**src/hw/rtl/cpr_pkg.sv**
```systemverilog
// ----------------------------------------------------------------------------
// cpr_pkg
// Shared types, codes and fixed-point helpers of the cascaded position/rate
// controller.
// ----------------------------------------------------------------------------
package cpr_pkg;

  // configuration register indexes
  localparam logic [2:0] REG_POS_GAIN    = 3'd0;
  localparam logic [2:0] REG_RATE_P_GAIN = 3'd1;
  localparam logic [2:0] REG_RATE_I_GAIN = 3'd2;
  localparam logic [2:0] REG_RATE_D_GAIN = 3'd3;
  localparam logic [2:0] REG_OUT_LIMIT   = 3'd4;
  localparam logic [2:0] REG_INTEG_LIMIT = 3'd5;
  localparam logic [2:0] REG_FILTER      = 3'd6;

  localparam logic [14:0] LIMIT_RESET = 15'd127;

  // wide working word
  localparam int unsigned WW  = 65;
  // divider dividend width
  localparam int unsigned DVW = 58;

  // datapath micro operations
  typedef enum logic [4:0] {
    OP_NONE, OP_LOAD, OP_MRT, OP_ERR, OP_MP, OP_PT, OP_MI, OP_T, OP_MTD,
    OP_INT, OP_DIFF, OP_DS1, OP_RAW, OP_MF, OP_DS2, OP_DERIV, OP_MD, OP_DT,
    OP_SUM, OP_CLR
  } op_t;

  typedef struct packed {
    op_t op;
  } cpr_cmd_t;

  typedef struct packed {
    logic i_en;
    logic d_en;
    logic div_done;
  } cpr_sts_t;

  // divide by 2**k, truncated toward zero
  function automatic logic signed [WW-1:0] tdiv_pow2(logic signed [WW-1:0] x,
                                                     int unsigned k);
    logic signed [WW-1:0] bias;
    bias = x[WW-1] ? ((WW'(1) <<< k) - WW'(1)) : '0;
    return (x + bias) >>> k;
  endfunction

  // saturate to the signed 40-bit range
  function automatic logic signed [39:0] sat40(logic signed [WW-1:0] x);
    logic signed [WW-1:0] hi;
    logic signed [WW-1:0] lo;
    hi = WW'(40'sh7F_FFFF_FFFF);
    lo = -hi - WW'(1);
    if (x > hi) return 40'sh7F_FFFF_FFFF;
    if (x < lo) return 40'sh80_0000_0000;
    return x[39:0];
  endfunction

  // symmetric clamp
  function automatic logic signed [WW-1:0] clampsym(logic signed [WW-1:0] x,
                                                    logic signed [WW-1:0] lim);
    if (x > lim) return lim;
    if (x < -lim) return -lim;
    return x;
  endfunction

endpackage

```
**src/hw/rtl/cpr_if.sv**
```systemverilog
// ----------------------------------------------------------------------------
// cpr_in_if / cpr_out_if
// Valid/ready channels carrying input words and drive words.
// ----------------------------------------------------------------------------
interface cpr_in_if;
  logic               valid;
  logic               ready;
  logic               action;
  logic signed [15:0] target;
  logic signed [15:0] position;
  logic signed [15:0] speed;
  logic        [15:0] dt;
  modport source (output valid, action, target, position, speed, dt, input ready);
  modport sink   (input valid, action, target, position, speed, dt, output ready);
endinterface

interface cpr_out_if;
  logic               valid;
  logic               ready;
  logic signed [15:0] drive;
  modport source (output valid, drive, input ready);
  modport sink   (input valid, drive, output ready);
endinterface

```
**src/hw/rtl/cpr_div.sv**
```systemverilog
// ----------------------------------------------------------------------------
// cpr_div
// Sequential signed-by-unsigned divider, one quotient bit per cycle,
// quotient truncated toward zero.
// ----------------------------------------------------------------------------
module cpr_div (
  input  logic                          clk,
  input  logic                          rst_n,
  input  logic                          start,
  input  logic signed [cpr_pkg::DVW-1:0] dividend,
  input  logic        [16:0]            divisor,
  output logic signed [cpr_pkg::DVW-1:0] quot,
  output logic                          done
);
  import cpr_pkg::*;

  logic [DVW-1:0] mag_r, mag_nxt;
  logic [17:0]    rem_r, rem_nxt;
  logic [16:0]    dvs_r;
  logic [5:0]     cnt_r, cnt_nxt;
  logic           busy_r, busy_nxt;
  logic           neg_r;
  logic           done_r, done_nxt;
  logic [17:0]    sh;
  logic           qbit;

  // one restoring step
  always_comb begin
    sh      = {rem_r[16:0], mag_r[DVW-1]};
    qbit    = (sh >= {1'b0, dvs_r});
    rem_nxt = qbit ? (sh - {1'b0, dvs_r}) : sh;
    mag_nxt = {mag_r[DVW-2:0], qbit};
    cnt_nxt = cnt_r - 6'd1;
    busy_nxt = (cnt_r != 6'd1);
    done_nxt = (cnt_r == 6'd1);
  end

  always_ff @(posedge clk) begin
    if (!rst_n) begin
      busy_r <= 1'b0;
      done_r <= 1'b0;
      cnt_r  <= '0;
    end else if (start) begin
      busy_r <= 1'b1;
      done_r <= 1'b0;
      cnt_r  <= 6'(DVW);
      mag_r  <= dividend[DVW-1] ? DVW'(-dividend) : DVW'(dividend);
      neg_r  <= dividend[DVW-1];
      dvs_r  <= divisor;
      rem_r  <= '0;
    end else if (busy_r) begin
      busy_r <= busy_nxt;
      done_r <= done_nxt;
      cnt_r  <= cnt_nxt;
      mag_r  <= mag_nxt;
      rem_r  <= rem_nxt;
    end else begin
      done_r <= 1'b0;
    end
  end

  assign quot = neg_r ? -signed'(mag_r) : signed'(mag_r);
  assign done = done_r;

endmodule

```
**src/hw/rtl/cpr_datapath.sv**
```systemverilog
// ----------------------------------------------------------------------------
// cpr_datapath
// Configuration registers, controller state, shared multiplier, divider and
// the drive register, stepped by micro operations from the controller.
// ----------------------------------------------------------------------------
module cpr_datapath (
  input  logic                clk,
  input  logic                rst_n,
  input  logic                cfg_we,
  input  logic [2:0]          cfg_index,
  input  logic [15:0]         cfg_data,
  input  logic signed [15:0]  target,
  input  logic signed [15:0]  position,
  input  logic signed [15:0]  speed,
  input  logic        [15:0]  dt,
  input  cpr_pkg::cpr_cmd_t   cmd,
  output cpr_pkg::cpr_sts_t   sts,
  output logic signed [15:0]  drive
);
  import cpr_pkg::*;

  // configuration
  logic signed [15:0] pg_r, kp_r, ki_r, kd_r;
  logic        [14:0] olim_r, ilim_r;
  logic        [15:0] filt_r;

  // working registers
  logic signed [16:0]     e0_r;
  logic signed [15:0]     spd_r;
  logic        [15:0]     dt_r;
  logic signed [39:0]     err_r, raw_r;
  logic signed [WW-1:0]   prod_r;
  logic signed [47:0]     pterm_r, t_r, dterm_r;
  logic signed [DVW-1:0]  diff_r;
  logic signed [39:0]     integ_r, prev_err_r, prev_d_r;
  logic signed [15:0]     drive_r;

  logic signed [47:0]     mul_a;
  logic signed [16:0]     mul_b;
  logic signed [WW-1:0]   wide;
  logic signed [WW-1:0]   sum;
  logic signed [WW-1:0]   ilim;
  logic signed [WW-1:0]   dres;
  logic                   div_start;
  logic signed [DVW-1:0]  div_dvd;
  logic        [16:0]     div_dvs;
  logic signed [DVW-1:0]  quot;
  logic                   div_done;

  // configuration writes
  always_ff @(posedge clk) begin
    if (!rst_n) begin
      pg_r   <= '0;
      kp_r   <= '0;
      ki_r   <= '0;
      kd_r   <= '0;
      olim_r <= LIMIT_RESET;
      ilim_r <= LIMIT_RESET;
      filt_r <= '0;
    end else if (cfg_we) begin
      unique case (cfg_index)
        REG_POS_GAIN:    pg_r   <= cfg_data;
        REG_RATE_P_GAIN: kp_r   <= cfg_data;
        REG_RATE_I_GAIN: ki_r   <= cfg_data;
        REG_RATE_D_GAIN: kd_r   <= cfg_data;
        REG_OUT_LIMIT:   olim_r <= cfg_data[14:0];
        REG_INTEG_LIMIT: ilim_r <= cfg_data[14:0];
        REG_FILTER:      filt_r <= cfg_data;
        default: ;
      endcase
    end
  end

  // multiplier operand select
  always_comb begin
    case (cmd.op)
      OP_MRT:  begin mul_a = 48'(e0_r);            mul_b = 17'(pg_r); end
      OP_MP:   begin mul_a = 48'(err_r);           mul_b = 17'(kp_r); end
      OP_MI:   begin mul_a = 48'(err_r);           mul_b = 17'(ki_r); end
      OP_MTD:  begin mul_a = t_r;                  mul_b = signed'({1'b0, dt_r}); end
      OP_MF:   begin mul_a = 48'(41'(raw_r) - 41'(prev_d_r));
                     mul_b = signed'({1'b0, dt_r}); end
      OP_MD:   begin mul_a = 48'(prev_d_r);        mul_b = 17'(kd_r); end
      default: begin mul_a = '0;                   mul_b = '0; end
    endcase
  end

  // divider hookup
  assign div_start = (cmd.op == OP_DS1) || (cmd.op == OP_DS2);
  assign div_dvd   = (cmd.op == OP_DS1) ? diff_r : prod_r[DVW-1:0];
  assign div_dvs   = (cmd.op == OP_DS1) ? {1'b0, dt_r} : ({1'b0, filt_r} + {1'b0, dt_r});

  cpr_div u_div (
    .clk      (clk),
    .rst_n    (rst_n),
    .start    (div_start),
    .dividend (div_dvd),
    .divisor  (div_dvs),
    .quot     (quot),
    .done     (div_done)
  );

  // shared combinational terms
  always_comb begin
    wide = (prod_r <<< 8) - (WW'(spd_r) <<< 16);
    ilim = WW'({ilim_r, 16'd0});
    sum  = tdiv_pow2(WW'(pterm_r) + WW'(integ_r) + WW'(dterm_r), 16);
    dres = clampsym(sum, WW'({1'b0, olim_r}));
  end

  // micro operations
  always_ff @(posedge clk) begin
    if (!rst_n) begin
      integ_r    <= '0;
      prev_err_r <= '0;
      prev_d_r   <= '0;
      drive_r    <= '0;
    end else begin
      case (cmd.op)
        OP_LOAD: begin
          e0_r    <= 17'(target) - 17'(position);
          spd_r   <= speed;
          dt_r    <= dt;
          dterm_r <= '0;
        end
        OP_MRT, OP_MP, OP_MI, OP_MTD, OP_MF, OP_MD: prod_r <= WW'(mul_a) * WW'(mul_b);
        OP_ERR:  err_r   <= sat40(wide);
        OP_PT:   pterm_r <= 48'(tdiv_pow2(prod_r, 8));
        OP_T:    t_r     <= 48'(tdiv_pow2(prod_r, 8));
        OP_INT:  integ_r <= 40'(clampsym(WW'(integ_r) + tdiv_pow2(prod_r, 12), ilim));
        OP_DIFF: diff_r  <= DVW'(41'(err_r) - 41'(prev_err_r)) <<< 12;
        OP_RAW:  raw_r   <= sat40(WW'(quot));
        OP_DERIV: begin
          prev_d_r   <= prev_d_r + 40'(quot);
          prev_err_r <= err_r;
        end
        OP_DT:   dterm_r <= 48'(tdiv_pow2(prod_r, 8));
        OP_SUM:  drive_r <= 16'(dres);
        OP_CLR: begin
          integ_r    <= '0;
          prev_err_r <= '0;
          prev_d_r   <= '0;
          drive_r    <= '0;
        end
        default: ;
      endcase
    end
  end

  assign sts.i_en     = (ki_r != 16'sd0) && (dt_r != 16'd0);
  assign sts.d_en     = (kd_r != 16'sd0) && (dt_r != 16'd0);
  assign sts.div_done = div_done;
  assign drive        = drive_r;

endmodule

```
**src/hw/rtl/cpr_ctrl.sv**
```systemverilog
// ----------------------------------------------------------------------------
// cpr_ctrl
// Step sequencer: runs the outer loop, P, I and filtered D steps, or a clear,
// and hands the drive word to the result channel.
// ----------------------------------------------------------------------------
module cpr_ctrl (
  input  logic              clk,
  input  logic              rst_n,
  input  logic              in_valid,
  input  logic              in_action,
  output logic              in_ready,
  output logic              out_valid,
  input  logic              out_ready,
  input  cpr_pkg::cpr_sts_t sts,
  output cpr_pkg::cpr_cmd_t cmd
);
  import cpr_pkg::*;

  typedef enum logic [4:0] {
    ST_IDLE, ST_MRT, ST_ERR, ST_MP, ST_PT, ST_MI, ST_T, ST_MTD, ST_INT,
    ST_DIFF, ST_DS1, ST_DW1, ST_RAW, ST_MF, ST_DS2, ST_DW2, ST_DERIV,
    ST_MD, ST_DT, ST_SUM, ST_CLR
  } state_t;

  state_t state_r, state_nxt;
  logic   out_valid_r, out_valid_nxt;
  logic   slot_free;

  assign slot_free = !out_valid_r || out_ready;
  assign in_ready  = (state_r == ST_IDLE);
  assign out_valid = out_valid_r;

  // next state and command decode
  always_comb begin
    state_nxt     = state_r;
    out_valid_nxt = out_valid_r && !out_ready;
    cmd.op        = OP_NONE;
    unique case (state_r)
      ST_IDLE: if (in_valid) begin
        cmd.op    = OP_LOAD;
        state_nxt = in_action ? ST_CLR : ST_MRT;
      end
      ST_MRT:  begin cmd.op = OP_MRT; state_nxt = ST_ERR; end
      ST_ERR:  begin cmd.op = OP_ERR; state_nxt = ST_MP; end
      ST_MP:   begin cmd.op = OP_MP;  state_nxt = ST_PT; end
      ST_PT:   begin
        cmd.op    = OP_PT;
        state_nxt = sts.i_en ? ST_MI : (sts.d_en ? ST_DIFF : ST_SUM);
      end
      ST_MI:   begin cmd.op = OP_MI;  state_nxt = ST_T; end
      ST_T:    begin cmd.op = OP_T;   state_nxt = ST_MTD; end
      ST_MTD:  begin cmd.op = OP_MTD; state_nxt = ST_INT; end
      ST_INT:  begin cmd.op = OP_INT; state_nxt = sts.d_en ? ST_DIFF : ST_SUM; end
      ST_DIFF: begin cmd.op = OP_DIFF; state_nxt = ST_DS1; end
      ST_DS1:  begin cmd.op = OP_DS1; state_nxt = ST_DW1; end
      ST_DW1:  if (sts.div_done) state_nxt = ST_RAW;
      ST_RAW:  begin cmd.op = OP_RAW; state_nxt = ST_MF; end
      ST_MF:   begin cmd.op = OP_MF;  state_nxt = ST_DS2; end
      ST_DS2:  begin cmd.op = OP_DS2; state_nxt = ST_DW2; end
      ST_DW2:  if (sts.div_done) state_nxt = ST_DERIV;
      ST_DERIV: begin cmd.op = OP_DERIV; state_nxt = ST_MD; end
      ST_MD:   begin cmd.op = OP_MD;  state_nxt = ST_DT; end
      ST_DT:   begin cmd.op = OP_DT;  state_nxt = ST_SUM; end
      ST_SUM:  if (slot_free) begin
        cmd.op        = OP_SUM;
        out_valid_nxt = 1'b1;
        state_nxt     = ST_IDLE;
      end
      ST_CLR:  if (slot_free) begin
        cmd.op        = OP_CLR;
        out_valid_nxt = 1'b1;
        state_nxt     = ST_IDLE;
      end
      default: state_nxt = ST_IDLE;
    endcase
  end

  // state and registered outputs
  always_ff @(posedge clk) begin
    if (!rst_n) begin
      state_r     <= ST_IDLE;
      out_valid_r <= 1'b0;
    end else begin
      state_r     <= state_nxt;
      out_valid_r <= out_valid_nxt;
    end
  end

endmodule

```
**src/hw/rtl/cascade_position_rate_pid.sv**
```systemverilog
// ----------------------------------------------------------------------------
// cascade_position_rate_pid
// Cascaded position/rate controller with clamped integrator and low-pass
// filtered derivative.
// ----------------------------------------------------------------------------
// Usage:
//   in_ch carries one word per control step: action (0 step, 1 clear),
//   target, position, speed and dt. out_ch returns one drive word per input
//   word, in order. cfg_we/cfg_index/cfg_data write the gains, limits and
//   filter constant; write them only while the block is idle.
//   A step always runs the P path, adds the integrator steps when the I gain
//   and dt are nonzero and the derivative steps when the D gain and dt are
//   nonzero; the derivative holds two sequential divides (each: start, 58
//   quotient bits at one bit per cycle, done). A clear word skips them all.
//   One word is in work at a time; the next word is accepted as soon as the
//   drive word sits in the output register, even while it waits there.
//   If the receiver stalls, the finished drive word holds and the sequencer
//   waits at its last step until the output register is free.
//   Reset (rst_n low at a clock edge) zeroes the state, restores the
//   register defaults and empties the output register.
// ----------------------------------------------------------------------------
module cascade_position_rate_pid (
  input  logic       clk,
  input  logic       rst_n,
  cpr_in_if.sink     in_ch,
  cpr_out_if.source  out_ch,
  input  logic       cfg_we,
  input  logic [2:0] cfg_index,
  input  logic [15:0] cfg_data
);
  import cpr_pkg::*;

  cpr_cmd_t cmd;
  cpr_sts_t sts;

  cpr_ctrl u_ctrl (
    .clk       (clk),
    .rst_n     (rst_n),
    .in_valid  (in_ch.valid),
    .in_action (in_ch.action),
    .in_ready  (in_ch.ready),
    .out_valid (out_ch.valid),
    .out_ready (out_ch.ready),
    .sts       (sts),
    .cmd       (cmd)
  );

  cpr_datapath u_dp (
    .clk       (clk),
    .rst_n     (rst_n),
    .cfg_we    (cfg_we),
    .cfg_index (cfg_index),
    .cfg_data  (cfg_data),
    .target    (in_ch.target),
    .position  (in_ch.position),
    .speed     (in_ch.speed),
    .dt        (in_ch.dt),
    .cmd       (cmd),
    .sts       (sts),
    .drive     (out_ch.drive)
  );

endmodule
```
**src/flat_wrapper.sv**
```systemverilog
// flat-port wrapper written by rule: the top's interface ports become plain ports
module cascade_position_rate_pid_flat import cpr_pkg::*;
  (clk, rst_n, cfg_we, cfg_index, cfg_data, in_ch_valid, in_ch_action, in_ch_target, in_ch_position, in_ch_speed, in_ch_dt, in_ch_ready, out_ch_valid, out_ch_drive, out_ch_ready);
  cpr_in_if in_ch_i ();
  cpr_out_if out_ch_i ();
  input  logic clk;
  input  logic rst_n;
  input  logic cfg_we;
  input  logic [2:0] cfg_index;
  input  logic [15:0] cfg_data;
  input wire logic [$bits(in_ch_i.valid)-1:0] in_ch_valid;
  input wire logic [$bits(in_ch_i.action)-1:0] in_ch_action;
  input wire logic [$bits(in_ch_i.target)-1:0] in_ch_target;
  input wire logic [$bits(in_ch_i.position)-1:0] in_ch_position;
  input wire logic [$bits(in_ch_i.speed)-1:0] in_ch_speed;
  input wire logic [$bits(in_ch_i.dt)-1:0] in_ch_dt;
  output wire logic [$bits(in_ch_i.ready)-1:0] in_ch_ready;
  output wire logic [$bits(out_ch_i.valid)-1:0] out_ch_valid;
  output wire logic [$bits(out_ch_i.drive)-1:0] out_ch_drive;
  input wire logic [$bits(out_ch_i.ready)-1:0] out_ch_ready;
  assign in_ch_i.valid = in_ch_valid;
  assign in_ch_i.action = in_ch_action;
  assign in_ch_i.target = in_ch_target;
  assign in_ch_i.position = in_ch_position;
  assign in_ch_i.speed = in_ch_speed;
  assign in_ch_i.dt = in_ch_dt;
  assign in_ch_ready = in_ch_i.ready;
  assign out_ch_valid = out_ch_i.valid;
  assign out_ch_drive = out_ch_i.drive;
  assign out_ch_i.ready = out_ch_ready;
  cascade_position_rate_pid u_core (.clk(clk), .rst_n(rst_n), .in_ch(in_ch_i), .out_ch(out_ch_i), .cfg_we(cfg_we), .cfg_index(cfg_index), .cfg_data(cfg_data));
endmodule
```
**config.mk**
```make
export PLATFORM = sky130hd
export DESIGN_NAME = cascade_position_rate_pid_flat
export DESIGN_NICKNAME = d
export VERILOG_FILES = /design/src/hw/rtl/cpr_pkg.sv /design/src/hw/rtl/cpr_if.sv /design/src/hw/rtl/cpr_div.sv /design/src/hw/rtl/cpr_datapath.sv /design/src/hw/rtl/cpr_ctrl.sv /design/src/hw/rtl/cascade_position_rate_pid.sv /design/src/flat_wrapper.sv
export SDC_FILE = /design/constraint.sdc
export NUM_CORES = 2
export LEC_CHECK = 0
export BUFFER_PORTS_ARGS = -buffer_cell sky130_fd_sc_hd__buf_2
export CORE_MARGIN = 2
export CORE_UTILIZATION = 47
export CTS_CLUSTER_DIAMETER = 150
export DETAILED_ROUTE_END_ITERATION = 12
export GPL_TIMING_DRIVEN = 1
export PLACE_DENSITY_LB_ADDON = 0.2
export SLEW_MARGIN = 0
export SYNTH_ARGS = -nofsm -noshare
export SYNTH_HDL_FRONTEND = slang
export SYNTH_SLANG_ARGS = --single-unit
```
**constraint.sdc**
```tcl
create_clock -name clk -period 30.8 [get_ports clk]
set_clock_uncertainty 0.15 [all_clocks]
set_input_delay 3.08 -clock clk [delete_from_list [all_inputs] [get_ports clk]]
set_output_delay 3.08 -clock clk [all_outputs]
set_load 0.02 [all_outputs]
```
==> summary.txt <==
GRT
  – Vias in the first global route: 70,300
  – Initial antenna violation count: 28
  – GRT Util Overall: 32.6%
  – First-pass GRT wire length: 438,000 µm
  – Largest net degree at the start of global routing: 76
  – Total gr overflow: 0

Routing
  – Initial DRC Count: 7,088
  – Pre-antenna DRT Iters: 9
  – Via count: 70,700
  – Drt drc: 0
  – Routed length per instance: 24.8 µm
  – Antenna-violating nets left: 0
  – Vias per cell: 5.98
  – Total Wirelength: 293,000 µm

Floorplanning
  – Die Span X: 422 µm
  – Die Footprint: 0.178 mm²
  – Die Y: 422 µm
  – Core area: 0.174 mm²
  – Boundary pin count: 107
  – FP Rows: 153
  – Initial Utilization: 47.2%

Synth
  – Top_reg_cell synth: edfxtp_1
  – Synthesized area per cell: 8.64 µm²
  – Mux cell area share after synthesis: 0.905%
  – Post-Synth Adder-Cell Area: 29.4%
  – Cell variety after synth: 99
  – Most common cell in the netlist: inv_1
  – EDFF count, synth: 459
  – Top cells by count, synth: inv_1 (1,133), nand2_1 (1,101), nor2_1 (1,009)
  – Post-synthesis compound-gate area fraction: 16.5%
  – Synth top area share: 20.0%
  – Post-synthesis sequential area ratio: 23.0%
  – Post-Synth Simple-Gate Area: 17.0%
  – Largest family of logic cells by synthesized area: adder cells
  – Area leader, netlist: fa_1
  – Largest cells by area after synthesis: fa_1 (20%), edfxtp_1 (17%), ha_1 (9.4%), dfxtp_1 (6.2%), inv_1 (5.2%)
  – XOR/XNOR Fraction of Synth Area: 6.10%
  – Yosys warning count: 0
  – Syn_nets: 11,000
  – Gate Count Post-Synth: 9,493
  – Yosys reg bits: 712
  – Share of flip-flops with an asynchronous set or reset: 0%
  – Mapped Area: 0.0820 mm²

Cells and area
  – Final Cell Area: 0.0883 mm²
  – # nets final: 10,900
  – Fin util: 50.9%
  – Layout fillers: 16,400
  – Layout cells sized above 1: 5.29%
  – Area delta synth->final: 7.75%

Timing
  – Final hold slack: 0.293 ns
  – Final setup fails: 0
  – Final Slew Violations: 0
  – Worst setup margin: 17.23 ns
  – Min Clock Period, post-route: 13.57 ns
  – Worst-margin pin slew: 1.37 ns
  – Normalized max-slew margin: 8.12%
  – Final Hold Viols: 0
  – RSZ-0062 raised after global routing: false
  – Setup TNS: 0 ns
  – Highest clock rate: 73.7 MHz
  – Final period utilization: 44.1%

Pwr
  – VDD IR max: 0.0650 mV
  – Lkg Pwr: 39.3 nW
  – Pwr Density: 71.3 mW/mm²

Placed design
  – DP HPWL: 232,000 µm
  – Dpl ws: 16.69 ns
  – Port bufs: 106
  – Routability cong.: 1.01
  – Placed Area: 0.0853 mm²

Worst setup path
  – Buf/Inv on CP: 4
  – Critical Path AT: 13.92 ns
  – CP max-delay cell: o31ai_1
  – Startpoint types: input port
  – CP required: 31.15 ns
  – CP delay by family, top: compound AO/OA/AOI/OAI gates
  – Max incr delay on CP: 0.68 ns
  – Critical path class: in2reg
  – Most common cell on crit path: fa_1
  – CP Max Fanout: 51
  – Crit. End Element: register

Status
  – Result of the run: complete, no violations

CTS
  – CTS clk-pin slew, worst paths: 0.07 ns
  – H-tree depth: 3
  – Setup Fix Bufs, Post-CTS: 0
  – Sink Count: 712
  – Max clock buf depth: 3
  – CTS root buf: clkbuf_16
  – Cts hold-fix bufs: 0
  – CTS tree: built
  – Resize count post-CTS: 0
  – CTS buffer count: 87
  – Clk_lat worst skew: 0.76 ns

Min path
  – Hold crit path type: reg2reg

Flow run
  – MaxCap Viol Count: 0
==> layout make-up <==
| class | instances | area, µm² | area share [%] |
|---|---|---|---|
| clock inverter | 50 | 653 | 0.739 |
| inverter | 1133 | 4260 | 4.82 |
| sequential | 712 | 18800 | 21.3 |
| tap | 2325 | 2910 | 3.29 |
| timing repair buffer | 245 | 1590 | 1.80 |
| antenna | 11 | 27.5 | 0.0312 |
| multi-input combinational | 7232 | 57700 | 65.3 |
| clock buffer | 113 | 2370 | 2.68 |
==> per-layer routing <==
metal  wire length (µm)  vias up  GRT usage [%]
met4              21900       10           20.6
li1                   -    32100              -
met1             116000    34700           41.6
met5                 62        -              0
met3              24700      721           6.02
met2             130000     3119           51.0
==> worst paths after layout <==
kind	startpoint	to	slack, ns	depth (start not counted)
worst min register to register	u_core.u_dp.drive[9]	u_core.u_dp.drive[9]	0.29	2
worst max-delay path	out_ch_ready	u_core.u_dp.prod_r[61]	17.23	34
worst min-delay path	u_core.u_dp.drive[9]	u_core.u_dp.drive[9]	0.29	2
worst max register to register	u_core.u_dp.prev_d_r[1]	u_core.u_dp.prod_r[61]	18.17	42
==> worst min-delay path, cell delays in order, from the launching register on <==
cell and delay, ns:
dfxtp_1 0.32, nand2_1 0.04, o21ai_0 0.05
==> cell usage in the layout, fill, tap and decap left out, types with 20 or more instances in the layout <==
cell type and n:
inv_1 1132, nand2_1 1101, nor2_1 999, fa_1 818
ha_1 617, a21oi_1 550, edfxtp_1 459, o21ai_0 403
xnor2_1 321, dfxtp_1 253, xor2_1 250, a21o_1 238
nand3_1 153, nor3_1 144, buf_4 138, nor2b_1 118
nand4_1 107, buf_2 106, o21a_1 100, a22oi_1 95
clkbuf_16 90, nand2b_1 88, and3_1 69, o211ai_1 69
mux2i_1 62, a211oi_1 61, a31oi_1 59, and2_1 57
o21bai_1 56, o31ai_1 51, nor4_1 51, or3_1 48
a211o_1 36, a21boi_0 33, a221o_1 30, or2_2 23
a22o_1 23, clkbuf_1 20
==> cells by family after synthesis <==
logic type,count (synthesis)
DFF,712
AOI/OAI and AO/OA,2063
adders and majority gates,1435
muxes,73
buffers and inverters,1549
and+or+nand+nor,3090
xor gates and xnor gates,571
==> report_power, final <==
part | internal, mW | total, mW | switching (mW) | leakage [nW]
logic | 1.25 | 3.69 | 2.44 | 31.6
registers | 1.25 | 1.50 | 0.257 | 6.24
clock network | 0.624 | 1.11 | 0.482 | 1.45
total | 3.12 | 6.30 | 3.18 | 39.3
==> state kept, by name, indices dropped and copies added, names as in the netlist, 17 cells and up <==
register	flops
u_core.u_dp.prod_r	65
u_core.u_dp.u_div.mag_r	58
u_core.u_dp.dterm_r	48
u_core.u_dp.pterm_r	48
u_core.u_dp.t_r	48
u_core.u_dp.integ_r	40
u_core.u_dp.prev_d_r	40
u_core.u_dp.raw_r	40
u_core.u_dp.diff_r	35
u_core.u_dp.err_r	33
u_core.u_dp.prev_err_r	33
u_core.u_dp.e0_r	17
u_core.u_dp.u_div.dvs_r	17
u_core.u_dp.u_div.rem_r	17
==> per-stage QoR <==
step | power, mW | std cells
finish | 6.30 | 11800
global route | 6.67 | 11800
detailed placement | 5.11 | 11600
CTS | 6.24 | 11800
global placement | 5.07 | 11600
floorplan | 3.83 | 9493
Power figures use the tool's default switching activity.
